`src/assert_macros.svh`:
```
// Assertion macros for the RTL files; ddp_back.sv is the one that uses them.
// Each use names a label and a property that is sampled on the rising edge of i_clk.
`ifndef ASSERT_MACROS_SVH
`define ASSERT_MACROS_SVH
`ifndef SYNTHESIS
`define DDP_ASSERT(lbl, prop) \
    lbl: assert property (@(posedge i_clk) disable iff (!i_rst_n) prop) \
        else $error("%m: check failed");
`define DDP_ASSERT_NORST(lbl, prop) \
    lbl: assert property (@(posedge i_clk) prop) else $error("%m: check failed");
`else
`define DDP_ASSERT(lbl, prop)
`define DDP_ASSERT_NORST(lbl, prop)
`endif
`endif

```
`src/ddp_pkg.sv`:
```
`timescale 1ns / 1ps

package ddp_pkg;

    // Fixed point format of all intensities.
    localparam int FRAC_BITS = 12;
    // Working color width, error width, distance width.
    localparam int WW = FRAC_BITS + 10;
    localparam int EW = WW + 1;
    localparam int DW = 2 * EW + 2;
    // Scaled error magnitude width and reciprocal shift for the share division.
    localparam int AW = EW + 1;
    localparam int DK = AW + 4;
    localparam int RW = DK + 1;
    // Component to fixed point conversion: multiply by a reciprocal of 255.
    localparam int CK = 16;
    localparam int CRW = FRAC_BITS + 9;
    localparam logic [CRW-1:0] CONV_RECIP =
        CRW'(((longint'(1) << (FRAC_BITS + CK)) + 254) / 255);

    localparam logic [WW-1:0] HALF = WW'(longint'(1) << (FRAC_BITS - 1));
    localparam logic [3:0] MAX_TOTAL = 4'd12;

    // Register index of the mode register.
    localparam logic REG_HALFTONE = 1'b0;

    // Middle palette colors tried after the first guess.
    localparam logic [3:0] PAL_DARK_GREY  = 4'd8;
    localparam logic [3:0] PAL_PINK       = 4'd9;
    localparam logic [3:0] PAL_LT_GREEN   = 4'd10;
    localparam logic [3:0] PAL_OLIVE      = 4'd11;
    localparam logic [3:0] PAL_LAVENDER   = 4'd12;
    localparam logic [3:0] PAL_PURPLE     = 4'd13;
    localparam logic [3:0] PAL_BLUE_GREEN = 4'd14;
    localparam logic [3:0] PAL_LT_GREY    = 4'd15;

    typedef logic [5:0] t_cell;

    // One queued color: mode tag, raw components and fixed point components.
    typedef struct packed {
        logic            mode;
        logic [2:0][7:0] raw;
        logic [2:0][WW-1:0] fix;
    } t_item;

    // Class of each cell, indexed by y*8+x.
    localparam logic [5:0] CLASS_TBL [64] = '{
        6'd21, 6'd22, 6'd25, 6'd26, 6'd37, 6'd38, 6'd41, 6'd42,
        6'd20, 6'd23, 6'd24, 6'd27, 6'd36, 6'd39, 6'd40, 6'd43,
        6'd19, 6'd18, 6'd29, 6'd28, 6'd35, 6'd34, 6'd45, 6'd44,
        6'd16, 6'd17, 6'd30, 6'd31, 6'd32, 6'd33, 6'd46, 6'd47,
        6'd15, 6'd12, 6'd11, 6'd10, 6'd53, 6'd52, 6'd51, 6'd48,
        6'd14, 6'd13, 6'd8,  6'd9,  6'd54, 6'd55, 6'd50, 6'd49,
        6'd1,  6'd2,  6'd7,  6'd6,  6'd57, 6'd56, 6'd61, 6'd62,
        6'd0,  6'd3,  6'd4,  6'd5,  6'd58, 6'd59, 6'd60, 6'd63
    };

    // Cell (y*8+x) of each class.
    localparam t_cell CELL_OF_CLASS [64] = '{
        6'd56, 6'd48, 6'd49, 6'd57, 6'd58, 6'd59, 6'd51, 6'd50,
        6'd42, 6'd43, 6'd35, 6'd34, 6'd33, 6'd41, 6'd40, 6'd32,
        6'd24, 6'd25, 6'd17, 6'd16, 6'd8,  6'd0,  6'd1,  6'd9,
        6'd10, 6'd2,  6'd3,  6'd11, 6'd19, 6'd18, 6'd26, 6'd27,
        6'd28, 6'd29, 6'd21, 6'd20, 6'd12, 6'd4,  6'd5,  6'd13,
        6'd14, 6'd6,  6'd7,  6'd15, 6'd23, 6'd22, 6'd30, 6'd31,
        6'd39, 6'd47, 6'd46, 6'd38, 6'd37, 6'd36, 6'd44, 6'd45,
        6'd53, 6'd52, 6'd60, 6'd61, 6'd62, 6'd54, 6'd55, 6'd63
    };

    // Palette numerators over 15, packed {blue, green, red}.
    localparam logic [11:0] PAL15 [16] = '{
        12'h000, 12'h00F, 12'h0F0, 12'h0FF, 12'hF00, 12'hF0F, 12'hFF0, 12'hFFF,
        12'h555, 12'h77C, 12'h7C7, 12'h388, 12'hC77, 12'h838, 12'h883, 12'hAAA
    };

    // Fixed point value of each numerator over 15.
    localparam logic [WW-1:0] PAL_FIX [16] = '{
        WW'((0 << FRAC_BITS) / 15),  WW'((1 << FRAC_BITS) / 15),
        WW'((2 << FRAC_BITS) / 15),  WW'((3 << FRAC_BITS) / 15),
        WW'((4 << FRAC_BITS) / 15),  WW'((5 << FRAC_BITS) / 15),
        WW'((6 << FRAC_BITS) / 15),  WW'((7 << FRAC_BITS) / 15),
        WW'((8 << FRAC_BITS) / 15),  WW'((9 << FRAC_BITS) / 15),
        WW'((10 << FRAC_BITS) / 15), WW'((11 << FRAC_BITS) / 15),
        WW'((12 << FRAC_BITS) / 15), WW'((13 << FRAC_BITS) / 15),
        WW'((14 << FRAC_BITS) / 15), WW'((15 << FRAC_BITS) / 15)
    };

    // Rounded-up reciprocals of the weight totals; unused totals read zero.
    localparam logic [RW-1:0] RECIP [16] = '{
        RW'(0),
        RW'((longint'(1) << DK) / 1),
        RW'(((longint'(1) << DK) + 1) / 2),
        RW'(((longint'(1) << DK) + 2) / 3),
        RW'(((longint'(1) << DK) + 3) / 4),
        RW'(((longint'(1) << DK) + 4) / 5),
        RW'(((longint'(1) << DK) + 5) / 6),
        RW'(((longint'(1) << DK) + 6) / 7),
        RW'(((longint'(1) << DK) + 7) / 8),
        RW'(((longint'(1) << DK) + 8) / 9),
        RW'(((longint'(1) << DK) + 9) / 10),
        RW'(((longint'(1) << DK) + 10) / 11),
        RW'(((longint'(1) << DK) + 11) / 12),
        RW'(0), RW'(0), RW'(0)
    };

    // 4x4 Bayer matrix, indexed by y*4+x.
    localparam logic [3:0] BAYER4 [16] = '{
        4'd0, 4'd12, 4'd3, 4'd15, 4'd8, 4'd4, 4'd11, 4'd7,
        4'd2, 4'd14, 4'd1, 4'd13, 4'd10, 4'd6, 4'd9, 4'd5
    };

    // Fixed point component c of palette entry k.
    function automatic logic [WW-1:0] pal(input logic [3:0] k, input logic [1:0] c);
        logic [11:0] e;
        logic [3:0]  n;
        e = PAL15[k];
        unique case (c)
            2'd0:    n = e[3:0];
            2'd1:    n = e[7:4];
            default: n = e[11:8];
        endcase
        return PAL_FIX[n];
    endfunction

endpackage

```
`src/ddp_if.sv`:
```
`timescale 1ns / 1ps

// Color request channel.
interface ddp_in_if;
    logic       valid;
    logic       ready;
    logic [7:0] red;
    logic [7:0] green;
    logic [7:0] blue;

    modport source (output valid, output red, output green, output blue, input ready);
    modport sink   (input valid, input red, input green, input blue, output ready);
endinterface


```
`src/ddp_front.sv`:
```
`timescale 1ns / 1ps

module ddp_front (
    input  logic           i_clk,
    input  logic           i_rst_n,
    input  logic           i_mode,
    ddp_in_if.sink         i_item,
    input  logic           i_q_full,
    output logic           o_q_push,
    output ddp_pkg::t_item o_q_data
);

    localparam int PW = ddp_pkg::CK + ddp_pkg::WW;

    logic            r_stg_vld;
    logic            r_mode;
    logic [2:0][7:0] r_raw;
    logic [PW-1:0]   prod [3];

    // The stage drains into the queue whenever the queue has room.
    assign o_q_push     = r_stg_vld && !i_q_full;
    assign i_item.ready = !r_stg_vld || !i_q_full;

    always_ff @(posedge i_clk) begin
        if (!i_rst_n) begin
            r_stg_vld <= 1'b0;
        end else if (i_item.ready) begin
            r_stg_vld <= i_item.valid;
        end
    end

    // Capture the color and tag it with the mode in force.
    always_ff @(posedge i_clk) begin
        if (i_item.valid && i_item.ready) begin
            r_raw  <= {i_item.blue, i_item.green, i_item.red};
            r_mode <= i_mode;
        end
    end

    // Convert each component to fixed point: floor(c * 2^F / 255).
    always_comb begin
        o_q_data.mode = r_mode;
        o_q_data.raw  = r_raw;
        for (int c = 0; c < 3; c++) begin
            prod[c] = PW'(r_raw[c]) * PW'(ddp_pkg::CONV_RECIP);
            o_q_data.fix[c] = prod[c][ddp_pkg::CK +: ddp_pkg::WW];
        end
    end

endmodule

```
`src/flat_wrapper.sv`:
```
// flat-port wrapper written by rule: the top's interface ports become plain ports
module ddp_front_flat 
  (i_clk, i_rst_n, i_mode, i_q_full, o_q_push, o_q_data, i_item_valid, i_item_red, i_item_green, i_item_blue, i_item_ready);
  ddp_in_if i_item_i ();
  input  logic i_clk;
  input  logic i_rst_n;
  input  logic i_mode;
  input  logic i_q_full;
  output logic o_q_push;
  output ddp_pkg::t_item o_q_data;
  input wire logic [$bits(i_item_i.valid)-1:0] i_item_valid;
  input wire logic [$bits(i_item_i.red)-1:0] i_item_red;
  input wire logic [$bits(i_item_i.green)-1:0] i_item_green;
  input wire logic [$bits(i_item_i.blue)-1:0] i_item_blue;
  output wire logic [$bits(i_item_i.ready)-1:0] i_item_ready;
  assign i_item_i.valid = i_item_valid;
  assign i_item_i.red = i_item_red;
  assign i_item_i.green = i_item_green;
  assign i_item_i.blue = i_item_blue;
  assign i_item_ready = i_item_i.ready;
  ddp_front u_core (.i_clk(i_clk), .i_rst_n(i_rst_n), .i_mode(i_mode), .i_item(i_item_i), .i_q_full(i_q_full), .o_q_push(o_q_push), .o_q_data(o_q_data));
endmodule
```
`config.mk`:
```
export PLATFORM = sky130hd
export DESIGN_NAME = ddp_front_flat
export DESIGN_NICKNAME = d
export VERILOG_FILES = /design/src/assert_macros.svh /design/src/ddp_pkg.sv /design/src/ddp_if.sv /design/src/ddp_front.sv /design/src/flat_wrapper.sv
export SDC_FILE = /design/constraint.sdc
export NUM_CORES = 1
export LEC_CHECK = 0
export BUFFER_PORTS_ARGS = -buffer_cell sky130_fd_sc_hd__buf_4
export CAP_MARGIN = 10
export CORE_MARGIN = 2
export CORE_UTILIZATION = 44
export CTS_CLUSTER_SIZE = 30
export DETAILED_ROUTE_END_ITERATION = 16
export GPL_TIMING_DRIVEN = 0
export PLACE_DENSITY = 0.92
export SLEW_MARGIN = 10
export SYNTH_ARGS = -nofsm -noshare
export SYNTH_HDL_FRONTEND = slang
export SYNTH_SLANG_ARGS = --single-unit
```
`constraint.sdc`:
```
create_clock -name i_clk -period 3.1 [get_ports i_clk]
set_input_delay 0.62 -clock i_clk [delete_from_list [all_inputs] [get_ports i_clk]]
set_output_delay 0.62 -clock i_clk [all_outputs]
set_load 0.03 [all_outputs]
```
==> results_dict.tcl <==
set metrics [dict create \
    status "finished with violations" \
    start_util_pct 46.1 \
    synth_most_common_cell "ha_1" \
    synth_area_leaders "edfxtp_1 (37%), ha_1 (20%), buf_4 (11%)" \
    synthCells 190 \
    totalWireLength_mm 5.94 \
    violations "setup timing" \
    ys_ff_latch 26 \
    endpoint_kind "output pin" \
    path_common_cell "ha_4" \
    rsz0062_at_grt "true" \
    numCtsBuffers 3 \
    multi_input_area_mm2 0.00156 \
    postCtsHoldBufs 0 \
    drive_gt1_share_pct 63.7 \
    vias 1929 \
    first_pass_iters 4 \
    crit_arrival_ns 2.53 \
    track_usage_pct 21.5 \
    portBuffers 94 \
    synth-edff-count 25 \
    yosysUniqueCellTypes 32 \
    drv_slew 0 \
    pre_cts_ws_ns -0.105 \
    timing.rr.start "u_core.r_stg_vld" \
    holdCritPathClass "input port to register" \
    fin_util_pct 84.6 \
    cts_tree "built" \
    fill_cells 247 \
    period_share_pct 102 \
    ys_seq_area_share_pct 37.9 \
    synth_commonest_cells "ha_1 (33), buf_4 (31), edfxtp_1 (25)" \
    area_growth_syn_to_layout_pct 83.6 \
    seqCellArea_um2 771 \
    synth-main-ff-cell "edfxtp_1" \
    clk-insertion-delay-late_ns 0.27 \
    hold_viol 0 \
    startpoint "u_core.o_q_data[85]" \
    yosysTopAreaCellShare_pct 36.9 \
    slowest_stage "edfxtp_1" \
    min_period_ns 3.15 \
    die_area_mm2 0.00518 \
    clock_sinks 26 \
    cp_num_buf_inv 2 \
    required_ns 2.48 \
    syn_area_mm2 0.00203 \
    worst_pin_slew_ns 1.08 \
    cts_root_buf "clkbuf_8" \
    max-vdd-ir-drop_mv 0.309 \
    critPathMaxFanout 6 \
    startpoint_type "register" \
    fmaxAchievable_mhz 318 \
    yosys_warnings 0 \
    yosysTopAreaCell "edfxtp_1" \
    setup_ws_ns -0.0490 \
    hpwl_mm 3.84 \
    grt_pass1_wl_mm 8.78 \
    clockBufferDepth 2 \
    wl_per_cell_um 15.1 \
    max-slew-margin-rel_pct 28.1 \
    grt_max_degree 26 \
    async_flop_share_pct 0 \
    pwr_density_cell_mw_per_mm2 308 \
    core_area_mm2 0.00441 \
    drc 0 \
    die_x_um 72.0 \
    grt_pass1_vias 1847 \
    setup_viol 4 \
    htree_levels 1 \
    num_rows 24 \
    critPathTopFamily "adder cells" \
    drt-initial-drc-count 89 \
    io_pins 122 \
    die_h_um 72.0 \
    clock_skew_ns 0.00150 \
    vias_per_cell 4.90 \
    ant_nets 0 \
    slowest_delay_ns 0.45 \
    syn-mean-instance-area_um2 10.7 \
    maxCapViolCount 0 \
    path_clk_slew_ns 0.08 \
    antenna_found_initial 0 \
    path_class "register to output pin" \
    fin_nets 405 \
    hp-start "i_item_blue[4]" \
    crit_chain "ha_4 -> ha_4 -> ha_4 -> ha_4 -> nand3_4 -> a211oi_4 -> nand4_4 -> and2_4 -> buf_6 -> buf_6" \
    place.gp.congestion 0.793 \
    leakagePower_uw 0.00173 \
    diodes 0 \
    globalRouteOverflowTotal 0 \
]
==> cells by family (layout without fill, tap and decap cells) <==
logic type                 count (synthesis)  count (layout)  synth area share, %
AOI/OAI and AO/OA                         26              26                 9.48
xor gates and xnor gates                   7               7                 3.02
adders and majority gates                 33              33                 20.3
buffers and inverters                     41             167                 13.3
DFF                                       26              26                 37.9
other                                      1              27                0.184
and+or+nand+nor                           56              56                 15.8
==> sequential cells by signal (all words and copies together), names as in the netlist <==
register	count
u_core.r_mode	1
u_core.r_stg_vld	1
u_core.o_q_data	24
==> layer usage <==
layer,vias up,share of wire [%],global-route usage (%)
li1,936,-,-
met1,890,35,24.0
met2,92,55,42.1
met3,11,7.1,3.19
met4,0,2.0,5.87
met5,-,0,0
==> placed cells by master (no fill, tap or decap), drive strengths merged, types with 2 or more instances in the layout <==
cell and count:
nor2b 2, o21ai 9, edfxtp 25, ha 33, clkbuf 3, and2 22
a21oi 2, a211oi 5, a211o 2, nand3 10, nand2 9, nor3 2
inv 10, nand4 7, xnor2 7, buf 153, a31oi 3, conb 27
==> through the flow <==
step / std cells / hold WS [ns] / instance area, µm² / TNS, ns / total power [µW]
3_3_place_gp: 362 / 0.511 / 3010 / -0.0856 / 828
4_1_cts: 382 / 0.521 / 3510 / -0.242 / 1100
6_report: 394 / 0.517 / 3730 / -0.110 / 1150
2_1_floorplan: 216 / 0.487 / 2240 / -0.114 / 711
5_1_grt: 394 / 0.509 / 3730 / -1.32 / 1200
3_5_place_dp: 362 / 0.531 / 3010 / -0.392 / 840
==> area by class of cell <==
type	count	area share [%]
Multi-Input combinational cell	149	41.8
Sequential cell	26	20.7
Buffer	31	6.54
Timing Repair Buffer	122	27.1
Clock inverter	1	0.101
Clock buffer	3	1.11
Inverter	10	1.01
Tap cell	52	1.74
==> what timing repair did <==
item,in CTS,in global routing
buffers inserted,16,12
endpoints found under the setup margin,39,36
pin swaps,27,26
resized for setup,50,36
==> report_power, final <==
| group | internal (µW) | total (µW) | switching [µW] | leakage (µW) |
|---|---|---|---|---|
| clock network | 88.9 | 192 | 103 | 0.0000231 |
| logic | 240 | 524 | 284 | 0.00145 |
| registers | 411 | 433 | 22.5 | 0.000250 |
==> worst paths after layout <==
| kind | to | depth (start not counted) | slack, ns |
|---|---|---|---|
| max | o_q_data[55] | 10 | -0.05 |
| min | u_core.o_q_data[86] | 1 | 0.52 |
| max reg2reg | u_core.o_q_data[66] | 2 | 1.46 |
| min reg2reg | u_core.r_stg_vld | 2 | 0.54 |
(Power assumes the default switching activity.)
