$ cat src/assert_macros.svh
// Assertion macros for the RTL files; ddp_back.sv is the one that uses them.
// Each use names a label and a property that is sampled on the rising edge of i_clk.
`ifndef ASSERT_MACROS_SVH
`define ASSERT_MACROS_SVH
`ifndef SYNTHESIS
`define DDP_ASSERT(lbl, prop) \
    lbl: assert property (@(posedge i_clk) disable iff (!i_rst_n) prop) \
        else $error("%m: check failed");
`define DDP_ASSERT_NORST(lbl, prop) \
    lbl: assert property (@(posedge i_clk) prop) else $error("%m: check failed");
`else
`define DDP_ASSERT(lbl, prop)
`define DDP_ASSERT_NORST(lbl, prop)
`endif
`endif

$ cat src/ddp_pkg.sv
`timescale 1ns / 1ps

package ddp_pkg;

    // Fixed point format of all intensities.
    localparam int FRAC_BITS = 12;
    // Working color width, error width, distance width.
    localparam int WW = FRAC_BITS + 10;
    localparam int EW = WW + 1;
    localparam int DW = 2 * EW + 2;
    // Scaled error magnitude width and reciprocal shift for the share division.
    localparam int AW = EW + 1;
    localparam int DK = AW + 4;
    localparam int RW = DK + 1;
    // Component to fixed point conversion: multiply by a reciprocal of 255.
    localparam int CK = 16;
    localparam int CRW = FRAC_BITS + 9;
    localparam logic [CRW-1:0] CONV_RECIP =
        CRW'(((longint'(1) << (FRAC_BITS + CK)) + 254) / 255);

    localparam logic [WW-1:0] HALF = WW'(longint'(1) << (FRAC_BITS - 1));
    localparam logic [3:0] MAX_TOTAL = 4'd12;

    // Register index of the mode register.
    localparam logic REG_HALFTONE = 1'b0;

    // Middle palette colors tried after the first guess.
    localparam logic [3:0] PAL_DARK_GREY  = 4'd8;
    localparam logic [3:0] PAL_PINK       = 4'd9;
    localparam logic [3:0] PAL_LT_GREEN   = 4'd10;
    localparam logic [3:0] PAL_OLIVE      = 4'd11;
    localparam logic [3:0] PAL_LAVENDER   = 4'd12;
    localparam logic [3:0] PAL_PURPLE     = 4'd13;
    localparam logic [3:0] PAL_BLUE_GREEN = 4'd14;
    localparam logic [3:0] PAL_LT_GREY    = 4'd15;

    typedef logic [5:0] t_cell;

    // One queued color: mode tag, raw components and fixed point components.
    typedef struct packed {
        logic            mode;
        logic [2:0][7:0] raw;
        logic [2:0][WW-1:0] fix;
    } t_item;

    // Class of each cell, indexed by y*8+x.
    localparam logic [5:0] CLASS_TBL [64] = '{
        6'd21, 6'd22, 6'd25, 6'd26, 6'd37, 6'd38, 6'd41, 6'd42,
        6'd20, 6'd23, 6'd24, 6'd27, 6'd36, 6'd39, 6'd40, 6'd43,
        6'd19, 6'd18, 6'd29, 6'd28, 6'd35, 6'd34, 6'd45, 6'd44,
        6'd16, 6'd17, 6'd30, 6'd31, 6'd32, 6'd33, 6'd46, 6'd47,
        6'd15, 6'd12, 6'd11, 6'd10, 6'd53, 6'd52, 6'd51, 6'd48,
        6'd14, 6'd13, 6'd8,  6'd9,  6'd54, 6'd55, 6'd50, 6'd49,
        6'd1,  6'd2,  6'd7,  6'd6,  6'd57, 6'd56, 6'd61, 6'd62,
        6'd0,  6'd3,  6'd4,  6'd5,  6'd58, 6'd59, 6'd60, 6'd63
    };

    // Cell (y*8+x) of each class.
    localparam t_cell CELL_OF_CLASS [64] = '{
        6'd56, 6'd48, 6'd49, 6'd57, 6'd58, 6'd59, 6'd51, 6'd50,
        6'd42, 6'd43, 6'd35, 6'd34, 6'd33, 6'd41, 6'd40, 6'd32,
        6'd24, 6'd25, 6'd17, 6'd16, 6'd8,  6'd0,  6'd1,  6'd9,
        6'd10, 6'd2,  6'd3,  6'd11, 6'd19, 6'd18, 6'd26, 6'd27,
        6'd28, 6'd29, 6'd21, 6'd20, 6'd12, 6'd4,  6'd5,  6'd13,
        6'd14, 6'd6,  6'd7,  6'd15, 6'd23, 6'd22, 6'd30, 6'd31,
        6'd39, 6'd47, 6'd46, 6'd38, 6'd37, 6'd36, 6'd44, 6'd45,
        6'd53, 6'd52, 6'd60, 6'd61, 6'd62, 6'd54, 6'd55, 6'd63
    };

    // Palette numerators over 15, packed {blue, green, red}.
    localparam logic [11:0] PAL15 [16] = '{
        12'h000, 12'h00F, 12'h0F0, 12'h0FF, 12'hF00, 12'hF0F, 12'hFF0, 12'hFFF,
        12'h555, 12'h77C, 12'h7C7, 12'h388, 12'hC77, 12'h838, 12'h883, 12'hAAA
    };

    // Fixed point value of each numerator over 15.
    localparam logic [WW-1:0] PAL_FIX [16] = '{
        WW'((0 << FRAC_BITS) / 15),  WW'((1 << FRAC_BITS) / 15),
        WW'((2 << FRAC_BITS) / 15),  WW'((3 << FRAC_BITS) / 15),
        WW'((4 << FRAC_BITS) / 15),  WW'((5 << FRAC_BITS) / 15),
        WW'((6 << FRAC_BITS) / 15),  WW'((7 << FRAC_BITS) / 15),
        WW'((8 << FRAC_BITS) / 15),  WW'((9 << FRAC_BITS) / 15),
        WW'((10 << FRAC_BITS) / 15), WW'((11 << FRAC_BITS) / 15),
        WW'((12 << FRAC_BITS) / 15), WW'((13 << FRAC_BITS) / 15),
        WW'((14 << FRAC_BITS) / 15), WW'((15 << FRAC_BITS) / 15)
    };

    // Rounded-up reciprocals of the weight totals; unused totals read zero.
    localparam logic [RW-1:0] RECIP [16] = '{
        RW'(0),
        RW'((longint'(1) << DK) / 1),
        RW'(((longint'(1) << DK) + 1) / 2),
        RW'(((longint'(1) << DK) + 2) / 3),
        RW'(((longint'(1) << DK) + 3) / 4),
        RW'(((longint'(1) << DK) + 4) / 5),
        RW'(((longint'(1) << DK) + 5) / 6),
        RW'(((longint'(1) << DK) + 6) / 7),
        RW'(((longint'(1) << DK) + 7) / 8),
        RW'(((longint'(1) << DK) + 8) / 9),
        RW'(((longint'(1) << DK) + 9) / 10),
        RW'(((longint'(1) << DK) + 10) / 11),
        RW'(((longint'(1) << DK) + 11) / 12),
        RW'(0), RW'(0), RW'(0)
    };

    // 4x4 Bayer matrix, indexed by y*4+x.
    localparam logic [3:0] BAYER4 [16] = '{
        4'd0, 4'd12, 4'd3, 4'd15, 4'd8, 4'd4, 4'd11, 4'd7,
        4'd2, 4'd14, 4'd1, 4'd13, 4'd10, 4'd6, 4'd9, 4'd5
    };

    // Fixed point component c of palette entry k.
    function automatic logic [WW-1:0] pal(input logic [3:0] k, input logic [1:0] c);
        logic [11:0] e;
        logic [3:0]  n;
        e = PAL15[k];
        unique case (c)
            2'd0:    n = e[3:0];
            2'd1:    n = e[7:4];
            default: n = e[11:8];
        endcase
        return PAL_FIX[n];
    endfunction

endpackage

$ cat src/ddp_queue.sv
`timescale 1ns / 1ps

module ddp_queue (
    input  logic           i_clk,
    input  logic           i_rst_n,
    input  logic           i_push,
    input  ddp_pkg::t_item i_data,
    output logic           o_full,
    output logic           o_valid,
    output ddp_pkg::t_item o_data,
    input  logic           i_pop
);

    ddp_pkg::t_item r_mem [2];
    logic           r_wp;
    logic           r_rp;
    logic [1:0]     r_cnt;

    assign o_full  = (r_cnt == 2'd2);
    assign o_valid = (r_cnt != 2'd0);
    assign o_data  = r_mem[r_rp];

    // Pointers and fill count.
    always_ff @(posedge i_clk) begin
        if (!i_rst_n) begin
            r_wp  <= 1'b0;
            r_rp  <= 1'b0;
            r_cnt <= 2'd0;
        end else begin
            if (i_push) begin
                r_wp <= ~r_wp;
            end
            if (i_pop) begin
                r_rp <= ~r_rp;
            end
            if (i_push && !i_pop) begin
                r_cnt <= r_cnt + 2'd1;
            end else if (i_pop && !i_push) begin
                r_cnt <= r_cnt - 2'd1;
            end
        end
    end

    // Entry storage.
    always_ff @(posedge i_clk) begin
        if (i_push) begin
            r_mem[r_wp] <= i_data;
        end
    end

endmodule

$ cat config.mk
export PLATFORM = sky130hd
export DESIGN_NAME = ddp_queue
export DESIGN_NICKNAME = d
export VERILOG_FILES = /design/src/assert_macros.svh /design/src/ddp_pkg.sv /design/src/ddp_queue.sv
export SDC_FILE = /design/constraint.sdc
export NUM_CORES = 1
export LEC_CHECK = 0
export BUFFER_PORTS_ARGS = -buffer_cell sky130_fd_sc_hd__buf_2
export CORE_UTILIZATION = 47
export DETAILED_ROUTE_END_ITERATION = 8
export PLACE_DENSITY = 0.75
export SYNTH_ARGS = -nofsm -noshare
export SYNTH_HDL_FRONTEND = slang
export SYNTH_SLANG_ARGS = --single-unit
$ cat constraint.sdc
create_clock -name i_clk -period 5 [get_ports i_clk]
set_input_delay 0.25 -clock i_clk [delete_from_list [all_inputs] [get_ports i_clk]]
set_output_delay 0.25 -clock i_clk [all_outputs]
set_load 0.05 [all_outputs]
==> results of run 1 <==
==> area by class of cell <==
class                   instances  area share
flip-flops and latches        187       0.646
inverters                       1    0.000435
well taps                     180      0.0261
clock inverters                15      0.0200
repair buffers                202       0.125
clock buffers                  17      0.0493
multi-input cells             107       0.134
==> metal layers <==
metal	vias to the layer above	global-route usage	share of wire	wire [um]
met5	-	0	0	0
met2	127	0.274	0.51	6210
met4	0	0.0579	0.0092	111
met1	1749	0.196	0.42	5040
met3	9	0.0586	0.063	762
li1	1629	-	-	-
==> sequential cells by signal, summed over array words and instances (netlist names), named ones only <==
name and flops:
r_mem 182, r_cnt 2, r_wp 1, r_rp 1
==> path summary, 6_finish.rpt <==
check | to | cells past startpoint | slack (ns)
setup / recovery | o_data[89] | 3 | 2.30
hold / removal | r_mem[1][63] | 1 | 0.02
setup reg to reg | r_mem[0][84] | 2 | 2.87
hold reg to reg | r_cnt[1] | 2 | 0.51
==> cells by family (layout without fill, tap and decap cells) <==
kind of cell / count (synthesis) / in the layout / share of synthesized area
compound gates: 3 / 3 / 0.00294
xor+xnor: 3 / 3 / 0.00385
fa+ha+maj: 1 / 1 / 0.00183
buf+inv: 11 / 235 / 0.0165
flops: 187 / 187 / 0.816
mux: 91 / 91 / 0.150
simple gates: 9 / 9 / 0.00862
==> worst reg2reg max path, stage by stage (launching register included) <==
cell     delay (ns)
dfxtp_1        0.34
nor2b_4        0.50
buf_4          0.87
==> cells in the mapped netlist (all sizes together) <==
cell type | number | share of area
xnor2 | 1 | 0.0013
nor2b | 2 | 0.0018
or3 | 1 | 0.00092
o21ai | 1 | 0.00073
inv | 1 | 0.00055
dfxtp | 5 | 0.015
o21a | 1 | 0.0011
edfxtp | 182 | 0.80
ha | 1 | 0.0018
xor2 | 2 | 0.0026
mux2 | 91 | 0.15
a21boi | 1 | 0.0011
and2 | 4 | 0.0037
and2b | 1 | 0.0013
or2 | 1 | 0.00092
buf | 10 | 0.016
==> stage by stage <==
stage | power, mW | utilization | setup WS, ns | hold slack [ns]
2_1_floorplan | 2.32 | - | 0.0958 | 0.349
3_3_place_gp | 2.44 | 0.563 | 2.72 | 0.438
3_5_place_dp | 2.45 | 0.563 | 2.70 | 0.441
4_1_cts | 3.80 | 0.609 | 2.23 | 0.00107
5_1_grt | 3.89 | 0.614 | 2.15 | 0.000401
6_report | 3.76 | 0.614 | 2.30 | 0.0246
==> repair_timing <==
action | CTS | global route
resized for setup | 0 | 0
hold buffers | 4 | 8
endpoints found under the hold margin | 7 | 14
setup endpoints to repair | 0 | 0
==> power by group <==
part	leakage (nW)	internal, mW	switching, mW
registers	1.75	1.81	0.0330
clock network	0.291	0.786	0.552
logic	1.21	0.170	0.406
==> results by group, run 1 <==
Die
  – Initial Util: 0.486
  – Die Width: 122 um
  – Die area: 0.0150 mm2
  – # rows: 43
  – Die height: 122 um
  – IO Pins: 188
  – Core area: 0.0140 mm2

Critical path
  – Arr. time, crit path: 2.45 ns
  – Crit Path Max Fanout: 50
  – CP cell instances: buf_4, mux2_2, buf_2
  – Delay-heaviest family, CP: buffers and inverters
  – Reg-to-Reg Start: r_wp
  – Max incr delay on CP: 0.70 ns
  – Crit path kind: reg2out
  – Buf/Inv on CP: 2
  – Setup crit end kind: output port
  – CP Data Required Time: 4.75 ns
  – CP max stage cell: dfxtp_4
  – CP Launch Type: register

Placed design
  – Final GP Congestion: 0.670
  – Port Buffer Count: 187
  – Placed cell areas: 0.00791 mm2
  – Placed wire-length estimate: 7890 um
  – Placed cells: 665

Route
  – Final WL: 12100 um
  – Number of DRC markers in iteration 0: 198
  – Vias post-DR: 3514
  – DRC Markers: 0
  – Post-route ant nets: 0
  – Via density: 4.96
  – TritonRoute pass-1 iters: 4
  – WL per Instance: 17.1 um

STA
  – Tightest Pin Transition: 0.979 ns
  – Count of final hold-check violations: 0
  – Max Freq: 0.370 GHz
  – Max Slew Vio Count: 0
  – Fin Setup TNS: 0 ns
  – Worst slew margin: 0.347
  – Setup Skew: 0.00598 ns
  – Number of setup violations in the final report: 0
  – Crit share post-route: 0.540
  – Unrepaired setup endpoints after global routing: false
  – Crit path time final: 2.70 ns

Power
  – Cell leakage power: 3.25 nW
  – Peak supply drop: 0.000260 V
  – PD cells: 436 mW/mm2

GRT
  – Initial antenna violation count: 0
  – GRT overflow: 0
  – Vias in the first global route: 3621
  – Global-route wire length before repair: 18100 um
  – GRT Overall Usage: 0.164
  – Largest net degree at the start of global routing: 74

Cells and area
  – Commonest non-fill, non-tap cell in the layout: buf_2
  – Most frequent cells in the layout: buf_2, edfxtp_1, mux2_2
  – Finished Cell Area: 0.00863 mm2
  – Finished Layout Cells: 709
  – Synth-to-layout area growth: 26.5%
  – Area of the multi-input gates: 0.00115 mm2
  – Fraction of layout cells with a size suffix above 1: 0.599
  – Sequential cell area: 0.00557 mm2
  – Nets: 612
  – FILL cells: 1049
  – ANT cells: 0

Synth
  – Post-synthesis sequential area ratio: 0.816
  – Synthesized netlist cell count: 305
  – Synth Register Bits: 187
  – Mapped Area: 0.00682 mm2
  – YS warnings: 0
  – Synthesized area per cell: 22.4 um2
  – Cell variety after synth: 17
  – Synth Net Count: 401

Hold path
  – Hold Crit Start: i_data[63]
  – Hold crit path type: in2reg

CTS
  – CTS tree: built
  – Worst-path clk slew: 0.07 ns
  – Clk Tree Root Cell: clkbuf_16
  – CTS sink count: 187
  – Setup Fix Bufs, Post-CTS: 0
  – CTS max path bufs: 2
  – Clk_lat worst skew: 0.41 ns
  – H-tree depth: 4
  – TritonCTS buffer count: 17

Status
  – Status: complete, no violations

Job
  – Max-cap violations: 0
Note: power is estimated with default switching activity, not from simulation.
==> inputs of run 2 (changes only) <==
ABC_AREA = 1   (was default)
CORE_UTILIZATION = 50   (was 47)
clock period = 2.6 ns   (was 5 ns; I/O delays follow)
==> run 2 against run 1 <==
Combinational power is 110% higher. Sequential share of layout area fell by 7.8 points. Clock skew fell by 0.00067 ns. Via count increased by 11%. Critical path depth stayed put. Die area is 0.11% lower. Sequential power increased by 92%. Synthesized area is 6.3% higher. Cell count is 14% higher. Power up 92%. Critical path type unchanged. Routed wire length up 15%.
==> results by group, run 2 <==
Die
  – Core area: 0.0140 mm2 (about the same)
  – Die area: 0.0150 mm2 (about the same)
  – Die height: 122 um (about the same)
  – Die Width: 122 um (about the same)
  – IO Pins: 188 (unchanged)
  – Initial Util: 0.518 (was 0.486)
  – # rows: 43 (unchanged)

Synth
  – Mapped Area: 0.00725 mm2 (was 0.00682 mm2)
  – Synth area leaders: edfxtp_1, mux2_4, buf_12 (was edfxtp_1, mux2_2, buf_6)
  – Fraction of registers with async set/reset: 0 (unchanged)
  – Synth Register Bits: 187 (unchanged)
  – Synthesized netlist cell count: 318 (was 305)
  – Cell variety after synth: 14 (was 17)
  – Cell with the most instances after synthesis: edfxtp_1 (unchanged)
  – Synth cell count leaders: edfxtp_1, mux2_4, buf_12, nand2_1 (was edfxtp_1, mux2_2, buf_6, dfxtp_1, and2_1)
  – Synth Net Count: 414 (was 401)
  – Main synth FF type: edfxtp_1 (unchanged)
  – YS warnings: 0 (unchanged)
  – Area leader, netlist: edfxtp_1 (unchanged)
  – Synth top area share: 0.754 (was 0.801)
  – Number of synthesized flops with an enable pin: 182 (unchanged)
  – Post-synthesis sequential area ratio: 0.768 (was 0.816)
  – Synthesized area per cell: 22.8 um2 (was 22.4 um2)

Critical path
  – Crit path kind: reg2out (unchanged)
  – R2R Setup Slk: 1.01 ns (was 2.87 ns)
  – CP Data Required Time: 2.47 ns (was 4.75 ns)
  – Worst r2r dst: r_mem[1][33] (was r_mem[0][84])
  – CP Launch Type: register (unchanged)
  – Setup crit end kind: output port (unchanged)
  – Reg-to-Reg Start: r_wp (unchanged)
  – Crit path capture: o_data[7] (was o_data[89])
  – R2r worst-path depth: 3 (was 2)
  – Arr. time, crit path: 1.98 ns (was 2.45 ns)
  – Crit Path Max Fanout: 56 (was 50)

Placed design
  – Port Buffer Count: 187 (unchanged)
  – Final GP Congestion: 0.746 (was 0.670)
  – Placed wire-length estimate: 8500 um (was 7890 um)

STA
  – Count of final hold-check violations: 0 (unchanged)
  – Setup Skew: 0.00531 ns (was 0.00598 ns)
  – Unrepaired setup endpoints after global routing: false (unchanged)
  – Max Slew Vio Count: 0 (unchanged)
  – Max Freq: 0.473 GHz
  – Fin Setup TNS: 0 ns (unchanged)
  – Worst slew margin: 0.501 (was 0.347)
  – Tightest Pin Transition: 0.748 ns (was 0.979 ns)
  – Crit share post-route: 0.813
  – Number of setup violations in the final report: 0 (unchanged)
  – Crit path time final: 2.11 ns

Cells and area
  – Largest regs: r_mem: 182 flops, r_cnt: 2 flops (unchanged)
  – FILL cells: 925 (was 1049)
  – Nets: 711 (was 612)
  – Commonest non-fill, non-tap cell in the layout: buf_2 (unchanged)
  – ANT cells: 0 (unchanged)
  – Synth-to-layout area growth: 35.4% (was 26.5%)
  – Sequential cell area: 0.00557 mm2 (unchanged)
  – Max reg flops: 182 (unchanged)
  – Area of the multi-input gates: 0.00147 mm2 (was 0.00115 mm2)
  – Biggest register: r_mem (unchanged)
  – Fraction of layout cells with a size suffix above 1: 0.503 (was 0.599)
  – Most frequent cells in the layout: buf_2, edfxtp_1, dlygate4sd3_1 (was buf_2, edfxtp_1, mux2_2)
  – Utilization after layout: 0.701 (was 0.614)

Power
  – Comb power frac: 0.169 (was 0.153)
  – Peak supply drop: 0.000458 V (was 0.000260 V)
  – Cell leakage power: 3.95 nW (was 3.25 nW)
  – Sequential power share: 0.492 (was 0.491)
  – NetSw: 1.86 mW (was 991 uW)
  – Clock share of power: 0.339 (was 0.356)
  – Net Sw Frac: 0.258 (was 0.264)
  – PD cells: 734 mW/mm2 (was 436 mW/mm2)
  – Pint: 5.35 mW (was 2.77 mW)

Route
  – TritonRoute pass-1 iters: 4 (unchanged)
  – Final WL: 14000 um (was 12100 um)
  – DRC Markers: 0 (unchanged)
  – Post-route ant nets: 0 (unchanged)
  – Number of DRC markers in iteration 0: 247 (was 198)
  – Via density: 4.84 (was 4.96)
  – Vias post-DR: 3909 (was 3514)
  – WL per Instance: 17.3 um (was 17.1 um)

GRT
  – GRT overflow: 0 (unchanged)
  – Largest net degree at the start of global routing: 57 (was 74)
  – Vias in the first global route: 4210 (was 3621)
  – Initial antenna violation count: 0 (unchanged)
  – Global-route wire length before repair: 20700 um (was 18100 um)
  – GRT Overall Usage: 0.190 (was 0.164)

CTS
  – CTS sink count: 187 (unchanged)
  – Clk Tree Root Cell: clkbuf_16 (unchanged)
  – H-tree depth: 4 (unchanged)
  – Post-CTS Resized: 0 (unchanged)
  – Worst-path clk slew: 0.06 ns (was 0.07 ns)
  – CTS max path bufs: 2 (unchanged)
  – TritonCTS buffer count: 17 (unchanged)
  – CTS tree: built (unchanged)
  – Clk_lat worst skew: 0.41 ns (about the same)

Job
  – Max-cap violations: 0 (unchanged)

Hold path
  – Hold crit path type: in2reg (unchanged)

Status
  – Status: complete, no violations (unchanged)
[run 2: changes by cell type after synthesis, sizes merged, moves of 2 or more]
| cell | before | now |
|---|---|---|
| and2 | 4 | 0 |
| inv | 1 | 8 |
| nand2 | 0 | 9 |
| nor2 | 0 | 8 |
| xor2 | 2 | 0 |
| nor2b | 2 | 0 |
[run 2: how the worst min path moves through the flow]
stage                     startpoint      endpoint  slack [ns]  depth (start not counted)
after global placement    i_data[71]  r_mem[1][71]        0.32                          1
after detailed placement  i_data[53]  r_mem[1][53]        0.32                          1
after CTS                 i_data[53]  r_mem[0][53]        0.41                          2
after global routing      i_data[16]  r_mem[0][16]        0.42                          2
final                     i_data[45]  r_mem[0][45]        0.43                          2
after floorplan            i_data[0]   r_mem[0][0]        0.23                          0
[run 2: kinds of logic (layout without fill, tap and decap cells)]
kind of cell / after synthesis / in the layout / synth area share
buffers and inverters: 18 / 328 / 0.0306
multiplexers: 91 / 91 / 0.188
AND/OR/NAND/NOR: 19 / 19 / 0.0104
flip-flops: 187 / 187 / 0.768
AO/OA/AOI/OAI: 2 / 2 / 0.00138
adder cells (fa/ha/maj): 1 / 1 / 0.00173
[run 2: through the flow]
step	std cells	total power [mW]	instance area, um2	worst slack [ns]	hold slack [ns]
floorplan	318	4.48	7260	0.434	0.229
global route	808	7.44	9810	0.420	0.421
global placement	682	4.68	8310	0.930	0.317
CTS	808	7.26	9810	0.455	0.411
finish	808	7.20	9810	0.485	0.434
detailed placement	682	4.71	8310	0.915	0.322
[run 2: power groups by stage]
stage	Sequential, mW	Combinational, mW	Clock, mW
2_1_floorplan	3.59	0.889	0
3_3_place_gp	3.60	1.08	0
3_5_place_dp	3.61	1.10	0
4_1_cts	3.54	1.22	2.50
5_1_grt	3.55	1.27	2.61
6_report	3.54	1.22	2.44
[run 2: cell type report]
cell class	count	area share
well taps	180	0.0230
inverters	8	0.00344
multi-input cells	113	0.150
clock buffers	20	0.0445
clock inverters	12	0.0128
flip-flops and latches	187	0.568
repair buffers	288	0.199
[run 2: layer usage]
metal  wire length, um  GRT usage
met4               165     0.0747
met5                 0          0
met1              5500      0.208
met2              7650      0.349
met3               644     0.0474
[run 2: worst max-delay path: stages, from the launching register on]
cell and delay, ns:
dfxtp_4 0.54, buf_12 0.38, mux2_4 0.34, buf_2 0.21
[run 2: what timing repair did]
item / 4_1_cts / 5_1_grt
endpoints found under the hold margin: 186 / 0
hold buffers: 94 / 0
setup buffers: 0 / 0
==> inputs of run 3 (changes only) <==
clock period = 1.95 ns   (was 2.6 ns; I/O delays follow)
==> run 3 against run 2 <==
Non-clock buffer count is 3 higher. Clock power rose by 54%. Die area is the same. Critical path type unchanged. Largest cell class unchanged. Critical path depth is the same. Highest routed layer is now met5.
==> results by group, run 3 (synthesis gave the netlist of run 2 again) <==
Status
  – Status: complete, no violations (unchanged)

Power
  – PD cells: 1020 mW/mm2 (was 734 mW/mm2)
  – Pwr Total: 10.1 mW (was 7.20 mW)
  – Cell leakage power: 4.04 nW (was 3.95 nW)
  – Peak supply drop: 0.000686 V (was 0.000458 V)

Job
  – Max-cap violations: 0 (unchanged)

STA
  – Tightest Pin Transition: 0.416 ns (was 0.748 ns)
  – Worst slew margin: 0.723 (was 0.501)
  – Unrepaired setup endpoints after global routing: false (unchanged)
  – Crit share post-route: 0.904
  – Setup Skew: 0.00808 ns (was 0.00531 ns)
  – Count of final hold-check violations: 0 (unchanged)
  – Max Freq: 0.567 GHz
  – Crit path time final: 1.76 ns
  – Number of setup violations in the final report: 0 (unchanged)
  – Max Slew Vio Count: 0 (unchanged)

Route
  – Wire length on met1: 5530 um (was 5500 um)
  – Final WL: 13800 um (was 14000 um)
  – TritonRoute pass-1 iters: 4 (unchanged)
  – Met2 routed WL: 7290 um (was 7650 um)
  – WL per Instance: 17.1 um (was 17.3 um)
  – Post-route ant nets: 0 (unchanged)
  – Number of DRC markers in iteration 0: 281 (was 247)
  – Via density: 4.88 (was 4.84)
  – Uppermost layer routed: met5 (was met4)
  – DRC Markers: 0 (unchanged)
  – Vias post-DR: 3959 (was 3909)
  – Wire length on met3: 710 um (was 644 um)

Cells and area
  – Commonest non-fill, non-tap cell in the layout: buf_2 (unchanged)
  – Utilization after layout: 0.713 (was 0.701)
  – Synth-to-layout area growth: 37.6% (was 35.4%)
  – FILL cells: 877 (was 925)
  – Most frequent cells in the layout: buf_2, edfxtp_1, dlygate4sd3_1 (unchanged)
  – Max reg flops: 182 (unchanged)
  – Fraction of layout cells with a size suffix above 1: 0.513 (was 0.503)
  – Largest regs: r_mem: 182 flops, r_cnt: 2 flops (unchanged)
  – Nets: 714 (was 711)
  – ANT cells: 0 (unchanged)
  – Biggest register: r_mem (unchanged)

Critical path
  – Crit path kind: reg2out (unchanged)
  – CP Launch Type: register (unchanged)
  – CP Data Required Time: 1.85 ns (was 2.47 ns)
  – Arr. time, crit path: 1.67 ns (was 1.98 ns)
  – Reg-to-Reg Start: r_wp (unchanged)
  – Setup crit end kind: output port (unchanged)
  – R2r worst-path depth: 3 (unchanged)
  – Crit Path Max Fanout: 11 (was 56)

Die
  – IO Pins: 188 (unchanged)
  – # rows: 43 (unchanged)
  – Die height: 122 um (unchanged)
  – Die Width: 122 um (unchanged)
  – Initial Util: 0.518 (unchanged)
  – Core area: 0.0140 mm2 (unchanged)
  – Die area: 0.0150 mm2 (unchanged)

Hold path
  – Hold crit path type: in2reg (unchanged)
  – Hold Path Cell Cnt: 3 (was 2)
  – Hold Crit Start: i_push (was i_data[45])

Placed design
  – Final GP Congestion: 0.718 (was 0.746)
  – Port Buffer Count: 187 (unchanged)
  – Placed wire-length estimate: 8220 um (was 8500 um)

GRT
  – Initial antenna violation count: 1 (was 0)
  – Global-route wire length before repair: 20600 um (was 20700 um)
  – GRT Overall Usage: 0.189 (was 0.190)
  – Largest net degree at the start of global routing: 74 (was 57)
  – GRT overflow: 0 (unchanged)
  – Vias in the first global route: 4108 (was 4210)

CTS
  – TritonCTS buffer count: 17 (unchanged)
  – CTS sink count: 187 (unchanged)
  – CTS tree: built (unchanged)
  – H-tree depth: 4 (unchanged)
  – Clk Tree Root Cell: clkbuf_16 (unchanged)
  – Worst-path clk slew: 0.07 ns (was 0.06 ns)
  – CTS max path bufs: 2 (unchanged)
  – Post-CTS Resized: 0 (unchanged)
  – Clk_lat worst skew: 0.42 ns (was 0.41 ns)
[run 3: routing by layer]
layer | GRT usage | up-vias
li1 | - | 1842
met4 | 0.0892 | 2
met3 | 0.0446 | 24
met2 | 0.334 | 132
met1 | 0.216 | 1959
met5 | 0 | -
[run 3: power breakdown]
part	total, mW	switching [mW]	internal [mW]	leakage (nW)
registers	4.71	0.0637	4.65	1.75
clock network	3.76	1.44	2.32	0.315
logic	1.65	1.03	0.619	1.97
total	10.1	2.53	7.59	4.04
[run 3: area by class of cell]
type / instances / area (um2) / area share
Clock buffer: 19 / 443 / 0.0444
Tap cell: 180 / 225 / 0.0226
Multi-Input combinational cell: 113 / 1470 / 0.147
Inverter: 8 / 33.8 / 0.00339
Clock inverter: 13 / 214 / 0.0215
Sequential cell: 187 / 5570 / 0.559
Timing Repair Buffer: 291 / 2010 / 0.202
[run 3: worst max-delay path: stages, from the launching register on]
cell	delay, ns
dfxtp_4	0.43
buf_4	0.27
mux2_4	0.33
buf_2	0.21
[run 3: timing repair]
item / 4_1_cts / 5_1_grt
endpoints found under the setup margin: 43 / 0
buffers inserted: 2 / 0
hold buffers: 94 / 0
hold endpoints to repair: 187 / 0
[run 3: stage by stage]
stage / hold WS, ns / TNS (ns) / worst slack (ns) / instance area, um2 / cells
global placement: 0.284 / 0 / 0.434 / 8360 / 683
floorplan: 0.196 / -27.68 / -0.176 / 7260 / 318
finish: 0.101 / 0 / 0.186 / 9970 / 811
CTS: 0.0789 / 0 / 0.151 / 9970 / 811
global route: 0.140 / 0 / 0.125 / 9970 / 811
detailed placement: 0.289 / 0 / 0.409 / 8360 / 683
[run 3: worst paths after layout]
check                       to  slack, ns
setup reg to reg  r_mem[1][75]       0.65
setup / recovery     o_data[0]       0.19
hold / removal        r_cnt[0]       0.10
hold reg to reg       register       0.53
